<file path="src/rtl/core/pocc_pkg.sv">
// ----------------------------------------------------------------------------
// Calculator core package
// Shared request codes, error codes, field widths and reset constants.
// ----------------------------------------------------------------------------
package pocc_pkg;

	localparam int VAL_W          = 41;
	localparam int MAG_W          = 40;
	localparam int S_TDATA_W      = 56;
	localparam int M_TDATA_W      = 224;
	localparam int ENTRIES_W      = 7;
	localparam int HIST_DEPTH_DEF = 8;
	localparam int FRAC_BITS_DEF  = 20;

	// One million millimeters in fixed point with twenty fraction bits.
	localparam logic [MAG_W-1:0] MAX_MAG_RESET = 40'hF424000000;

	localparam logic [3:0] REQ_FEED     = 4'd0;
	localparam logic [3:0] REQ_SETOP    = 4'd1;
	localparam logic [3:0] REQ_CANCELOP = 4'd2;
	localparam logic [3:0] REQ_CLEAR    = 4'd3;
	localparam logic [3:0] REQ_HALF     = 4'd4;
	localparam logic [3:0] REQ_DOUBLE   = 4'd5;
	localparam logic [3:0] REQ_ABS      = 4'd6;
	localparam logic [3:0] REQ_NEGATE   = 4'd7;
	localparam logic [3:0] REQ_MADD     = 4'd8;
	localparam logic [3:0] REQ_MSUB     = 4'd9;
	localparam logic [3:0] REQ_MRECALL  = 4'd10;
	localparam logic [3:0] REQ_MCLEAR   = 4'd11;
	localparam logic [3:0] REQ_READHIST = 4'd12;

	localparam logic [1:0] OP_ADD = 2'd0;
	localparam logic [1:0] OP_SUB = 2'd1;
	localparam logic [1:0] OP_MUL = 2'd2;
	localparam logic [1:0] OP_DIV = 2'd3;

	localparam logic [2:0] PEND_NONE = 3'd0;

	localparam logic [1:0] ERR_NONE     = 2'd0;
	localparam logic [1:0] ERR_NO_VALUE = 2'd1;
	localparam logic [1:0] ERR_DIV_ZERO = 2'd2;
	localparam logic [1:0] ERR_OVERFLOW = 2'd3;

endpackage

</file>
<file path="src/rtl/core/pending_op_calculator_core.sv">
// ----------------------------------------------------------------------------
// Calculator core
// Key-command calculator with pending operator, memory and history ring.
// ----------------------------------------------------------------------------
// One request is worked at a time. Most requests pass through the execute
// and output states on their way to the result register. A feed or a recall
// that completes an add or a subtract, or a divide by zero, also passes
// through a commit state. One that completes a multiply runs the shift-add
// multiplier, and one that completes a divide runs the restoring divider,
// before the commit state. The next request is taken as soon as the
// previous result is in the output register, even while it waits to be
// taken. History lives in a one-port-write, one-port-read memory whose read
// is issued when a request is accepted.
module pending_op_calculator_core
	import pocc_pkg::*;
#(
	parameter int HISTORY_DEPTH = HIST_DEPTH_DEF,
	parameter int FRACTION_BITS = FRAC_BITS_DEF
) (
	input  logic                 clk,
	input  logic                 arst_n,
	input  logic                 cfg_we,
	input  logic [MAG_W-1:0]     cfg_wdata,
	input  logic                 s_tvalid,
	output logic                 s_tready,
	// operand[40:0], op_code[42:41], history_index[48:43], zero fill
	input  logic [S_TDATA_W-1:0] s_tdata,
	// req_type[3:0]
	input  logic [3:0]           s_tuser,
	output logic                 m_tvalid,
	input  logic                 m_tready,
	// cur_value[40:0], value_present[41], pending[44:42], error_code[46:45],
	// memory_value[87:47], memory_valid[88], entries_held[95:89],
	// entry_a[136:96], entry_b[177:137], entry_op[180:178],
	// entry_result[221:181], zero fill
	output logic [M_TDATA_W-1:0] m_tdata,
	// entry_found[0]
	output logic [0:0]           m_tuser
);

	localparam int AW      = (HISTORY_DEPTH > 1) ? $clog2(HISTORY_DEPTH) : 1;
	localparam int FW      = $clog2(HISTORY_DEPTH + 1);
	localparam int HW      = 3 + 3 * VAL_W;
	localparam int PW      = 2 * VAL_W;
	localparam int DW      = VAL_W + FRACTION_BITS;
	localparam int CW      = $clog2(DW + 1);
	localparam int MUL_STEPS = VAL_W;
	localparam logic [AW-1:0] LAST_SLOT = AW'(HISTORY_DEPTH - 1);

	typedef enum logic [5:0] {
		ST_IDLE   = 6'b000001,
		ST_EXEC   = 6'b000010,
		ST_MUL    = 6'b000100,
		ST_DIV    = 6'b001000,
		ST_COMMIT = 6'b010000,
		ST_OUT    = 6'b100000
	} state_t;

	function automatic logic [VAL_W-1:0] mag41(input logic [VAL_W-1:0] x);
		return x[VAL_W-1] ? (~x + 1'b1) : x;
	endfunction

	function automatic logic [VAL_W:0] mag42(input logic [VAL_W:0] x);
		return x[VAL_W] ? (~x + 1'b1) : x;
	endfunction

	state_t state_q;

	logic [MAG_W-1:0] max_q;
	logic [VAL_W-1:0] held_q;
	logic             hflag_q;
	logic [2:0]       pend_q;
	logic [1:0]       err_q;
	logic [VAL_W-1:0] mem_q;
	logic             mflag_q;
	logic [AW-1:0]    ws_q;
	logic [FW-1:0]    fill_q;

	logic [3:0]       req_q;
	logic [VAL_W-1:0] opnd_q;
	logic [1:0]       opc_q;
	logic             found_q;

	logic [VAL_W-1:0] ba_q;
	logic [VAL_W-1:0] bb_q;
	logic [1:0]       bop_q;
	logic             bneg_q;
	logic [VAL_W-1:0] bres_q;
	logic [1:0]       berr_q;

	logic [PW-1:0]    prod_q;
	logic [VAL_W-1:0] mpl_q;
	logic [VAL_W-1:0] mcd_q;
	logic [VAL_W-1:0] rem_q;
	logic [DW-1:0]    quo_q;
	logic [CW-1:0]    cnt_q;

	logic [HW-1:0]    hist_mem [HISTORY_DEPTH];
	logic [HW-1:0]    rd_q;

	logic                 m_tvalid_q;
	logic [M_TDATA_W-1:0] m_tdata_q;
	logic                 m_tuser_q;

	// Accept side and history read address.
	logic          s_accept;
	logic          out_load;
	logic [5:0]    age_in;
	logic          found_in;
	logic [7:0]    slot_sum;
	logic [AW-1:0] rd_addr;

	assign s_tready = (state_q == ST_IDLE);
	assign s_accept = s_tvalid && s_tready;
	assign out_load = (state_q == ST_OUT) && (!m_tvalid_q || m_tready);
	assign age_in   = s_tdata[48:43];
	assign found_in = ENTRIES_W'(age_in) < ENTRIES_W'(fill_q);

	always_comb begin
		slot_sum = 8'(ws_q) - 8'd1 - 8'(age_in);
		if (slot_sum[7]) begin
			slot_sum = slot_sum + 8'(HISTORY_DEPTH);
		end
		rd_addr = found_in ? slot_sum[AW-1:0] : '0;
	end

	// Execute-stage arithmetic.
	logic [VAL_W-1:0] v_in;
	logic [VAL_W-1:0] ma;
	logic [VAL_W-1:0] mb;
	logic [VAL_W:0]   a42;
	logic [VAL_W:0]   b42;
	logic [VAL_W:0]   as42;
	logic             as_ovf;
	logic [VAL_W:0]   half_sum;
	logic [VAL_W:0]   u42;
	logic             u_ovf;
	logic [VAL_W+1:0] d43;
	logic [VAL_W+1:0] msum;
	logic [VAL_W+1:0] lim43;
	logic [VAL_W+1:0] nlim43;
	logic [VAL_W+1:0] mclamp;
	logic [1:0]       pop;
	logic             bin_start;

	always_comb begin
		v_in   = (req_q == REQ_MRECALL) ? mem_q : opnd_q;
		ma     = mag41(held_q);
		mb     = mag41(v_in);
		a42    = {held_q[VAL_W-1], held_q};
		b42    = {v_in[VAL_W-1], v_in};
		pop    = 2'(pend_q - 3'd1);
		as42   = (pop == OP_SUB) ? (a42 - b42) : (a42 + b42);
		as_ovf = mag42(as42) > (VAL_W+1)'(max_q);

		// A feed or a recall that completes a pending operator.
		bin_start = (req_q == REQ_FEED || (req_q == REQ_MRECALL && mflag_q)) &&
			hflag_q && pend_q != PEND_NONE;

		half_sum = a42 + (VAL_W+1)'(held_q[VAL_W-1]);
		case (req_q)
			REQ_HALF:   u42 = {half_sum[VAL_W], half_sum[VAL_W:1]};
			REQ_DOUBLE: u42 = {held_q, 1'b0};
			REQ_ABS:    u42 = held_q[VAL_W-1] ? (~a42 + 1'b1) : a42;
			default:    u42 = ~a42 + 1'b1;
		endcase
		u_ovf = mag42(u42) > (VAL_W+1)'(max_q);

		d43 = {held_q[VAL_W-1], a42};
		if (req_q == REQ_MSUB) begin
			d43 = ~d43 + 1'b1;
		end
		msum   = (mflag_q ? {{2{mem_q[VAL_W-1]}}, mem_q} : '0) + d43;
		lim43  = (VAL_W+2)'(max_q);
		nlim43 = ~lim43 + 1'b1;
		if ($signed(msum) > $signed(lim43)) begin
			mclamp = lim43;
		end else if ($signed(msum) < $signed(nlim43)) begin
			mclamp = nlim43;
		end else begin
			mclamp = msum;
		end
	end

	// Iteration steps.
	logic [VAL_W:0]   div_sh;
	logic [VAL_W+1:0] div_diff;

	always_comb begin
		div_sh   = {rem_q, quo_q[DW-1]};
		div_diff = {1'b0, div_sh} - {2'b0, mcd_q};
	end

	// Binary completion.
	logic [PW-1:0]    prod_shift;
	logic [VAL_W-1:0] qmag;
	logic [1:0]       c_err;
	logic [VAL_W-1:0] c_res;

	always_comb begin
		prod_shift = prod_q >> FRACTION_BITS;
		c_err = berr_q;
		c_res = bres_q;
		qmag  = '0;
		if (bop_q == OP_MUL) begin
			qmag = prod_shift[VAL_W-1:0];
			if (prod_shift > PW'(max_q)) begin
				c_err = ERR_OVERFLOW;
			end
			c_res = bneg_q ? (~qmag + 1'b1) : qmag;
		end else if (bop_q == OP_DIV && berr_q == ERR_NONE) begin
			qmag = quo_q[VAL_W-1:0];
			if (quo_q > DW'(max_q)) begin
				c_err = ERR_OVERFLOW;
			end
			c_res = bneg_q ? (~qmag + 1'b1) : qmag;
		end
	end

	// History write.
	logic          hist_we;
	logic [HW-1:0] hist_wdata;

	always_comb begin
		hist_we    = 1'b0;
		hist_wdata = {req_q[2:0], held_q, {VAL_W{1'b0}}, u42[VAL_W-1:0]};
		if (state_q == ST_EXEC) begin
			hist_we = (req_q == REQ_HALF || req_q == REQ_DOUBLE ||
				req_q == REQ_ABS || req_q == REQ_NEGATE) && hflag_q && !u_ovf;
		end else if (state_q == ST_COMMIT) begin
			hist_we    = (c_err == ERR_NONE);
			hist_wdata = {1'b0, bop_q, ba_q, bb_q, c_res};
		end
	end

	always_ff @(posedge clk) begin
		if (hist_we) begin
			hist_mem[ws_q] <= hist_wdata;
		end
		if (s_accept) begin
			rd_q <= hist_mem[rd_addr];
		end
	end

	// Output packing.
	logic [M_TDATA_W-1:0] out_pack;
	logic                 entry_sel;
	logic [HW-1:0]        entry;

	always_comb begin
		entry_sel = (req_q == REQ_READHIST) && found_q;
		entry     = entry_sel ? rd_q : '0;
		out_pack  = {2'b0,
			entry[VAL_W-1:0],
			entry[HW-1:HW-3],
			entry[2*VAL_W-1:VAL_W],
			entry[3*VAL_W-1:2*VAL_W],
			ENTRIES_W'(fill_q), mflag_q, mem_q, err_q, pend_q, hflag_q, held_q};
	end

	always_ff @(posedge clk or negedge arst_n) begin
		if (!arst_n) begin
			state_q    <= ST_IDLE;
			max_q      <= MAX_MAG_RESET;
			held_q     <= '0;
			hflag_q    <= 1'b0;
			pend_q     <= PEND_NONE;
			err_q      <= ERR_NONE;
			mem_q      <= '0;
			mflag_q    <= 1'b0;
			ws_q       <= '0;
			fill_q     <= '0;
			m_tvalid_q <= 1'b0;
		end else begin
			if (cfg_we) begin
				max_q <= cfg_wdata;
			end
			if (hist_we) begin
				ws_q <= (ws_q == LAST_SLOT) ? '0 : ws_q + 1'b1;
				if (fill_q != FW'(HISTORY_DEPTH)) begin
					fill_q <= fill_q + 1'b1;
				end
			end
			if (out_load) begin
				m_tvalid_q <= 1'b1;
			end else if (m_tready) begin
				m_tvalid_q <= 1'b0;
			end

			unique case (state_q)
				ST_IDLE: begin
					if (s_accept) begin
						state_q <= ST_EXEC;
					end
				end
				ST_EXEC: begin
					if (!bin_start) begin
						state_q <= ST_OUT;
					end
					unique case (req_q) inside
						REQ_FEED, REQ_MRECALL: begin
							if (req_q == REQ_MRECALL && !mflag_q) begin
								err_q <= ERR_NO_VALUE;
							end else if (!hflag_q || pend_q == PEND_NONE) begin
								held_q  <= v_in;
								hflag_q <= 1'b1;
								err_q   <= ERR_NONE;
							end else begin
								ba_q   <= held_q;
								bb_q   <= v_in;
								bop_q  <= pop;
								bneg_q <= held_q[VAL_W-1] ^ v_in[VAL_W-1];
								bres_q <= as42[VAL_W-1:0];
								mcd_q  <= mb;
								mpl_q  <= ma;
								prod_q <= '0;
								rem_q  <= '0;
								quo_q  <= {ma, {FRACTION_BITS{1'b0}}};
								if (pop == OP_MUL) begin
									berr_q  <= ERR_NONE;
									cnt_q   <= CW'(MUL_STEPS);
									state_q <= ST_MUL;
								end else if (pop == OP_DIV) begin
									cnt_q <= CW'(DW);
									if (mb == '0) begin
										berr_q  <= ERR_DIV_ZERO;
										state_q <= ST_COMMIT;
									end else begin
										berr_q  <= ERR_NONE;
										state_q <= ST_DIV;
									end
								end else begin
									berr_q  <= as_ovf ? ERR_OVERFLOW : ERR_NONE;
									state_q <= ST_COMMIT;
								end
							end
						end
						REQ_SETOP: begin
							if (!hflag_q) begin
								err_q <= ERR_NO_VALUE;
							end else begin
								err_q  <= ERR_NONE;
								pend_q <= {1'b0, opc_q} + 3'd1;
							end
						end
						REQ_CANCELOP: pend_q <= PEND_NONE;
						REQ_CLEAR: begin
							held_q  <= '0;
							hflag_q <= 1'b0;
							pend_q  <= PEND_NONE;
							err_q   <= ERR_NONE;
						end
						REQ_HALF, REQ_DOUBLE, REQ_ABS, REQ_NEGATE: begin
							if (!hflag_q) begin
								err_q <= ERR_NO_VALUE;
							end else if (u_ovf) begin
								err_q <= ERR_OVERFLOW;
							end else begin
								held_q <= u42[VAL_W-1:0];
								err_q  <= ERR_NONE;
							end
						end
						REQ_MADD, REQ_MSUB: begin
							if (!hflag_q) begin
								err_q <= ERR_NO_VALUE;
							end else begin
								mem_q   <= mclamp[VAL_W-1:0];
								mflag_q <= 1'b1;
								err_q   <= ERR_NONE;
							end
						end
						REQ_MCLEAR: begin
							mem_q   <= '0;
							mflag_q <= 1'b0;
						end
						default: ;
					endcase
				end
				ST_MUL: begin
					prod_q <= {prod_q[PW-2:0], 1'b0} + (mpl_q[VAL_W-1] ? PW'(mcd_q) : '0);
					mpl_q  <= {mpl_q[VAL_W-2:0], 1'b0};
					cnt_q  <= cnt_q - 1'b1;
					if (cnt_q == CW'(1)) begin
						state_q <= ST_COMMIT;
					end
				end
				ST_DIV: begin
					rem_q <= div_diff[VAL_W+1] ? div_sh[VAL_W-1:0] : div_diff[VAL_W-1:0];
					quo_q <= {quo_q[DW-2:0], ~div_diff[VAL_W+1]};
					cnt_q <= cnt_q - 1'b1;
					if (cnt_q == CW'(1)) begin
						state_q <= ST_COMMIT;
					end
				end
				ST_COMMIT: begin
					err_q  <= c_err;
					pend_q <= PEND_NONE;
					if (c_err == ERR_NONE) begin
						held_q <= c_res;
					end
					state_q <= ST_OUT;
				end
				ST_OUT: begin
					if (out_load) begin
						state_q <= ST_IDLE;
					end
				end
				default: state_q <= ST_IDLE;
			endcase
		end
	end

	always_ff @(posedge clk) begin
		if (s_accept) begin
			req_q   <= s_tuser;
			opnd_q  <= s_tdata[VAL_W-1:0];
			opc_q   <= s_tdata[42:41];
			found_q <= found_in;
		end
		if (out_load) begin
			m_tdata_q <= out_pack;
			m_tuser_q <= entry_sel;
		end
	end

	assign m_tvalid = m_tvalid_q;
	assign m_tdata  = m_tdata_q;
	assign m_tuser  = m_tuser_q;

endmodule

</file>
<file path="config.mk">
export PLATFORM = sky130hd
export DESIGN_NAME = pending_op_calculator_core
export DESIGN_NICKNAME = d
export VERILOG_FILES = /design/src/rtl/core/pocc_pkg.sv /design/src/rtl/core/pending_op_calculator_core.sv
export SDC_FILE = /design/constraint.sdc
export NUM_CORES = 2
export LEC_CHECK = 0
export BUFFER_PORTS_ARGS = -buffer_cell sky130_fd_sc_hd__buf_2
export CAP_MARGIN = 20
export CORE_MARGIN = 5
export CORE_UTILIZATION = 52
export CTS_BUF_LIST = sky130_fd_sc_hd__clkbuf_8
export DETAILED_ROUTE_END_ITERATION = 10
export PLACE_DENSITY = 0.77
export SETUP_SLACK_MARGIN = 0.05
export SLEW_MARGIN = 40
export SYNTH_ARGS = -nofsm -noshare
export SYNTH_HDL_FRONTEND = slang
export SYNTH_SLANG_ARGS = --single-unit
</file>
<file path="constraint.sdc">
create_clock -name clk -period 23.5 [get_ports clk]
set_input_delay 4.7 -clock clk [delete_from_list [all_inputs] [get_ports clk]]
set_output_delay 4.7 -clock clk [all_outputs]
set_load 0.005 [all_outputs]
</file>
==> metrics.cfg <==
[layout]
nNetsFinal=9899
fill_cells=15436
areaGrowthSynthToFinish_pct=11.70
layout-drive-gt1-share_pct=13.68

[global_routing]
grtUsageMet1_pct=44.09
grt_util_met3_pct=8.142
grt_pass1_vias=72464
use_met2_pct=49.10
grt_max_degree=161
busiest_layer=met2
grt_overflow=0
grt_pass1_wl_um=495300
grt.total_usage_pct=33.09
antenna_found_initial=19

[timing]
maxSlewViolCount=0
fin_ws_ns=11.83
rsz0062_at_grt=false
worst_pin_slew_ns=1.036
setup_viol=0
slew_headroom_pct=30.90
clock.fmax_mhz=85.67
fin_crit_ns=11.67
tns_ns=0
finClkSkew_ns=0.08323
finalHoldViolCount=0
finalCritPeriodShare_pct=49.67

[cts]
htreeDepth=5
cts.sinks=1944
cts_root_buf=clkbuf_8
cts_setup_buffers=0
post_cts_resized=0
path_clk_slew_ns=0.06
cts_tree=yes
hold_buffers=0
clk_latency_ns=1.09
clockBufferDepth=4
cts_made_buffers=330

[hold_path]
min_to=m_tdata[134]
hold_path.class=register to register
hold_start=rd_q[120]
whs_path_depth=1

[setup_path]
slowest_delay_ns=0.78
criticalPathCategory=register to register
critPathRequiredTime_ns=24.28
cp_data_arrival_time_ns=12.46
cp_common_cell=o21ai_0
r2r-start=req_q[0]
reg2reg_to=berr_q[1]
crit_slowest_cell=mux2i_2
end_kind=register
r2r_cells=37
r2r_setup_slack_ns=11.83
critPathMaxFanout=33
startpoint_type=register

[detailed_routing]
num_vias=77218
viasPerCell=6.360
drt_iter0_drc=9711
wl_per_cell_um=28.48
detail-route-antenna-nets=0
first_pass_iters=6
drc=0
drt_wl_total_um=345800

[yosys]
seq_area_frac_synth_pct=56.85
syn_area_um2=101400
ys.flop_type=edfxtp_1
synth_cell_types=103
synth_edf_count=1801
synth_seq_cells=1944
async_flop_share_pct=7.356
avgSynthCellArea_um2=11.30
synthCells=8973
yosys_warnings=0

[placed_design]
dp_slack_ns=11.97
io_buffers=319
place.gp.congestion=1.084
dp_hpwl_um=243800

[floorplanning]
start_util_pct=52.13
core_area_um2=194600
die_w_um=451.7
die_h_um=451.7
num_rows=162
fp.dieArea_um2=204000
ioPinCount=332

[power_and_ir_drop]
p_per_area_nw_per_um2=117.3
finalPower_w=0.01328
p_leak_nw=42.64
ir_worst_vdd_uv=72.33

[outcome]
status=complete, no violations

[run]
maxCapViolCount=0

==> flip-flops by register name, indices dropped and copies added, names as in the netlist, 4 cells and up <==
register,cells
opnd_q,41
held_q,41
ba_q,41
bb_q,41
mem_q,41
fill_q,4
quo_q,61
bres_q,41
m_tdata,219
rem_q,41
max_q,40
mcd_q,40
mpl_q,41
rd_q,126
state_q,6
prod_q,82
cnt_q,6
req_q,4
hist_mem,1008
==> where the power goes <==
part / internal [W] / leakage [nW] / switching (W)
registers: 0.00433 / 18.9 / 0.000211
logic: 0.00188 / 20.2 / 0.00391
clock network: 0.00159 / 3.55 / 0.00137
==> kinds of logic (layout without fill, tap and decap cells) <==
| family | Yosys count | after routing | synth area share (%) |
|---|---|---|---|
| AO/OA/AOI/OAI | 1820 | 1820 | 11.32 |
| XOR/XNOR | 525 | 525 | 4.533 |
| adder cells (fa/ha/maj) | 438 | 438 | 5.440 |
| buffers and inverters | 740 | 1356 | 2.777 |
| flip-flops | 1944 | 1944 | 56.85 |
| multiplexers | 237 | 237 | 3.955 |
| other | 1 | 11 | 0.003697 |
| AND/OR/NAND/NOR | 3268 | 3268 | 15.12 |
==> synthesized netlist by cell type (18+ instances only) <==
library cell,count,area share [%]
ha_1,433,5.3
a21oi_1,450,2.2
and2_1,318,2.0
o31ai_1,53,0.39
o21a_1,46,0.34
nand3_1,258,1.3
a221oi_1,35,0.30
nor3_1,144,0.71
o41ai_1,18,0.16
mux2_2,48,0.53
mux2i_1,61,0.60
o211ai_1,35,0.26
dfrtp_1,135,3.3
or3_1,52,0.32
nand2b_1,59,0.36
nor4_1,80,0.49
buf_1,38,0.14
o21ai_0,559,2.8
nand2_1,1369,5.1
xnor2_1,382,3.3
clkbuf_1,440,1.6
o21bai_1,29,0.21
a22o_1,27,0.23
and4_1,18,0.16
a31oi_1,71,0.44
or2_2,20,0.12
nand4_1,106,0.65
a21o_1,162,1.2
nor2b_1,68,0.42
mux4_2,126,2.8
o31a_1,34,0.29
a211oi_1,74,0.55
xor2_1,143,1.2
inv_1,244,0.90
o22ai_1,24,0.15
edfxtp_1,1801,53
and3_1,59,0.36
or4_1,43,0.32
nor2_1,594,2.2
==> stage by stage <==
step | hold slack [ns] | utilization (%) | cell area, µm² | std cells
finish | 0.4808 | 58.23 | 113300 | 12141
global route | 0.5107 | 58.22 | 113300 | 12137
CTS | 0.4862 | 58.06 | 113000 | 12130
detailed placement | 0.5000 | 54.85 | 106700 | 11561
global placement | 0.4899 | 54.64 | 106300 | 11557
floorplan | 0.4231 | - | 101500 | 8977
==> layout make-up <==
class	count	area (µm²)	area share [%]
diodes	6	15.01	0.01325
clock buffers	345	4748	4.191
clock inverters	224	1491	1.316
inverters	249	934.6	0.8249
multi-input cells	6293	41680	36.79
flip-flops and latches	1944	57670	50.90
well taps	2542	3181	2.807
repair buffers	538	3582	3.162
==> routing by layer <==
layer | wire, µm | vias to the layer above
li1 | - | 33847
met1 | 130000 | 37564
met2 | 149800 | 4851
met3 | 39770 | 944
met4 | 26110 | 12
met5 | 76 | -
==> worst max-delay path, delay by kind of cell, from the launching register on <==
family / cells / cell delay (ns)
AOI/OAI and AO/OA: 15 / 3.88
xor gates and xnor gates: 3 / 0.48
adders and majority gates: 2 / 0.70
buffers and inverters: 4 / 1.53
DFF: 1 / 0.33
muxes: 1 / 0.78
and+or+nand+nor: 12 / 3.60
==> cells in the final DEF, fill, tap and decap left out, types with 57 or more instances in the layout <==
cell	count
buf_2	317
nand4_1	106
mux4_2	126
inv_1	340
clkbuf_8	345
nor2b_1	64
and2_1	316
a211oi_1	57
dfrtp_1	134
a31oi_1	68
nand3_1	257
buf_4	183
and3_1	58
edfxtp_1	1801
a21o_1	162
clkinv_1	67
nor4_1	72
ha_1	432
nor2_1	587
xor2_1	141
o21ai_0	526
nand2b_1	59
nor3_1	136
xnor2_1	376
a21oi_1	431
nand2_1	1368
==> worst max path at each step <==
stage | from | endpoint | slack [ns]
final | req_q[0] | berr_q[1] | 11.83
after global routing | req_q[3] | berr_q[1] | 11.53
after CTS | req_q[3] | berr_q[1] | 11.96
after detailed placement | req_q[3] | berr_q[1] | 11.97
after global placement | req_q[3] | berr_q[1] | 11.68
after floorplan | held_q[40] | hist_mem[0][0] | 4.24
Power figures use the tool's default switching activity.
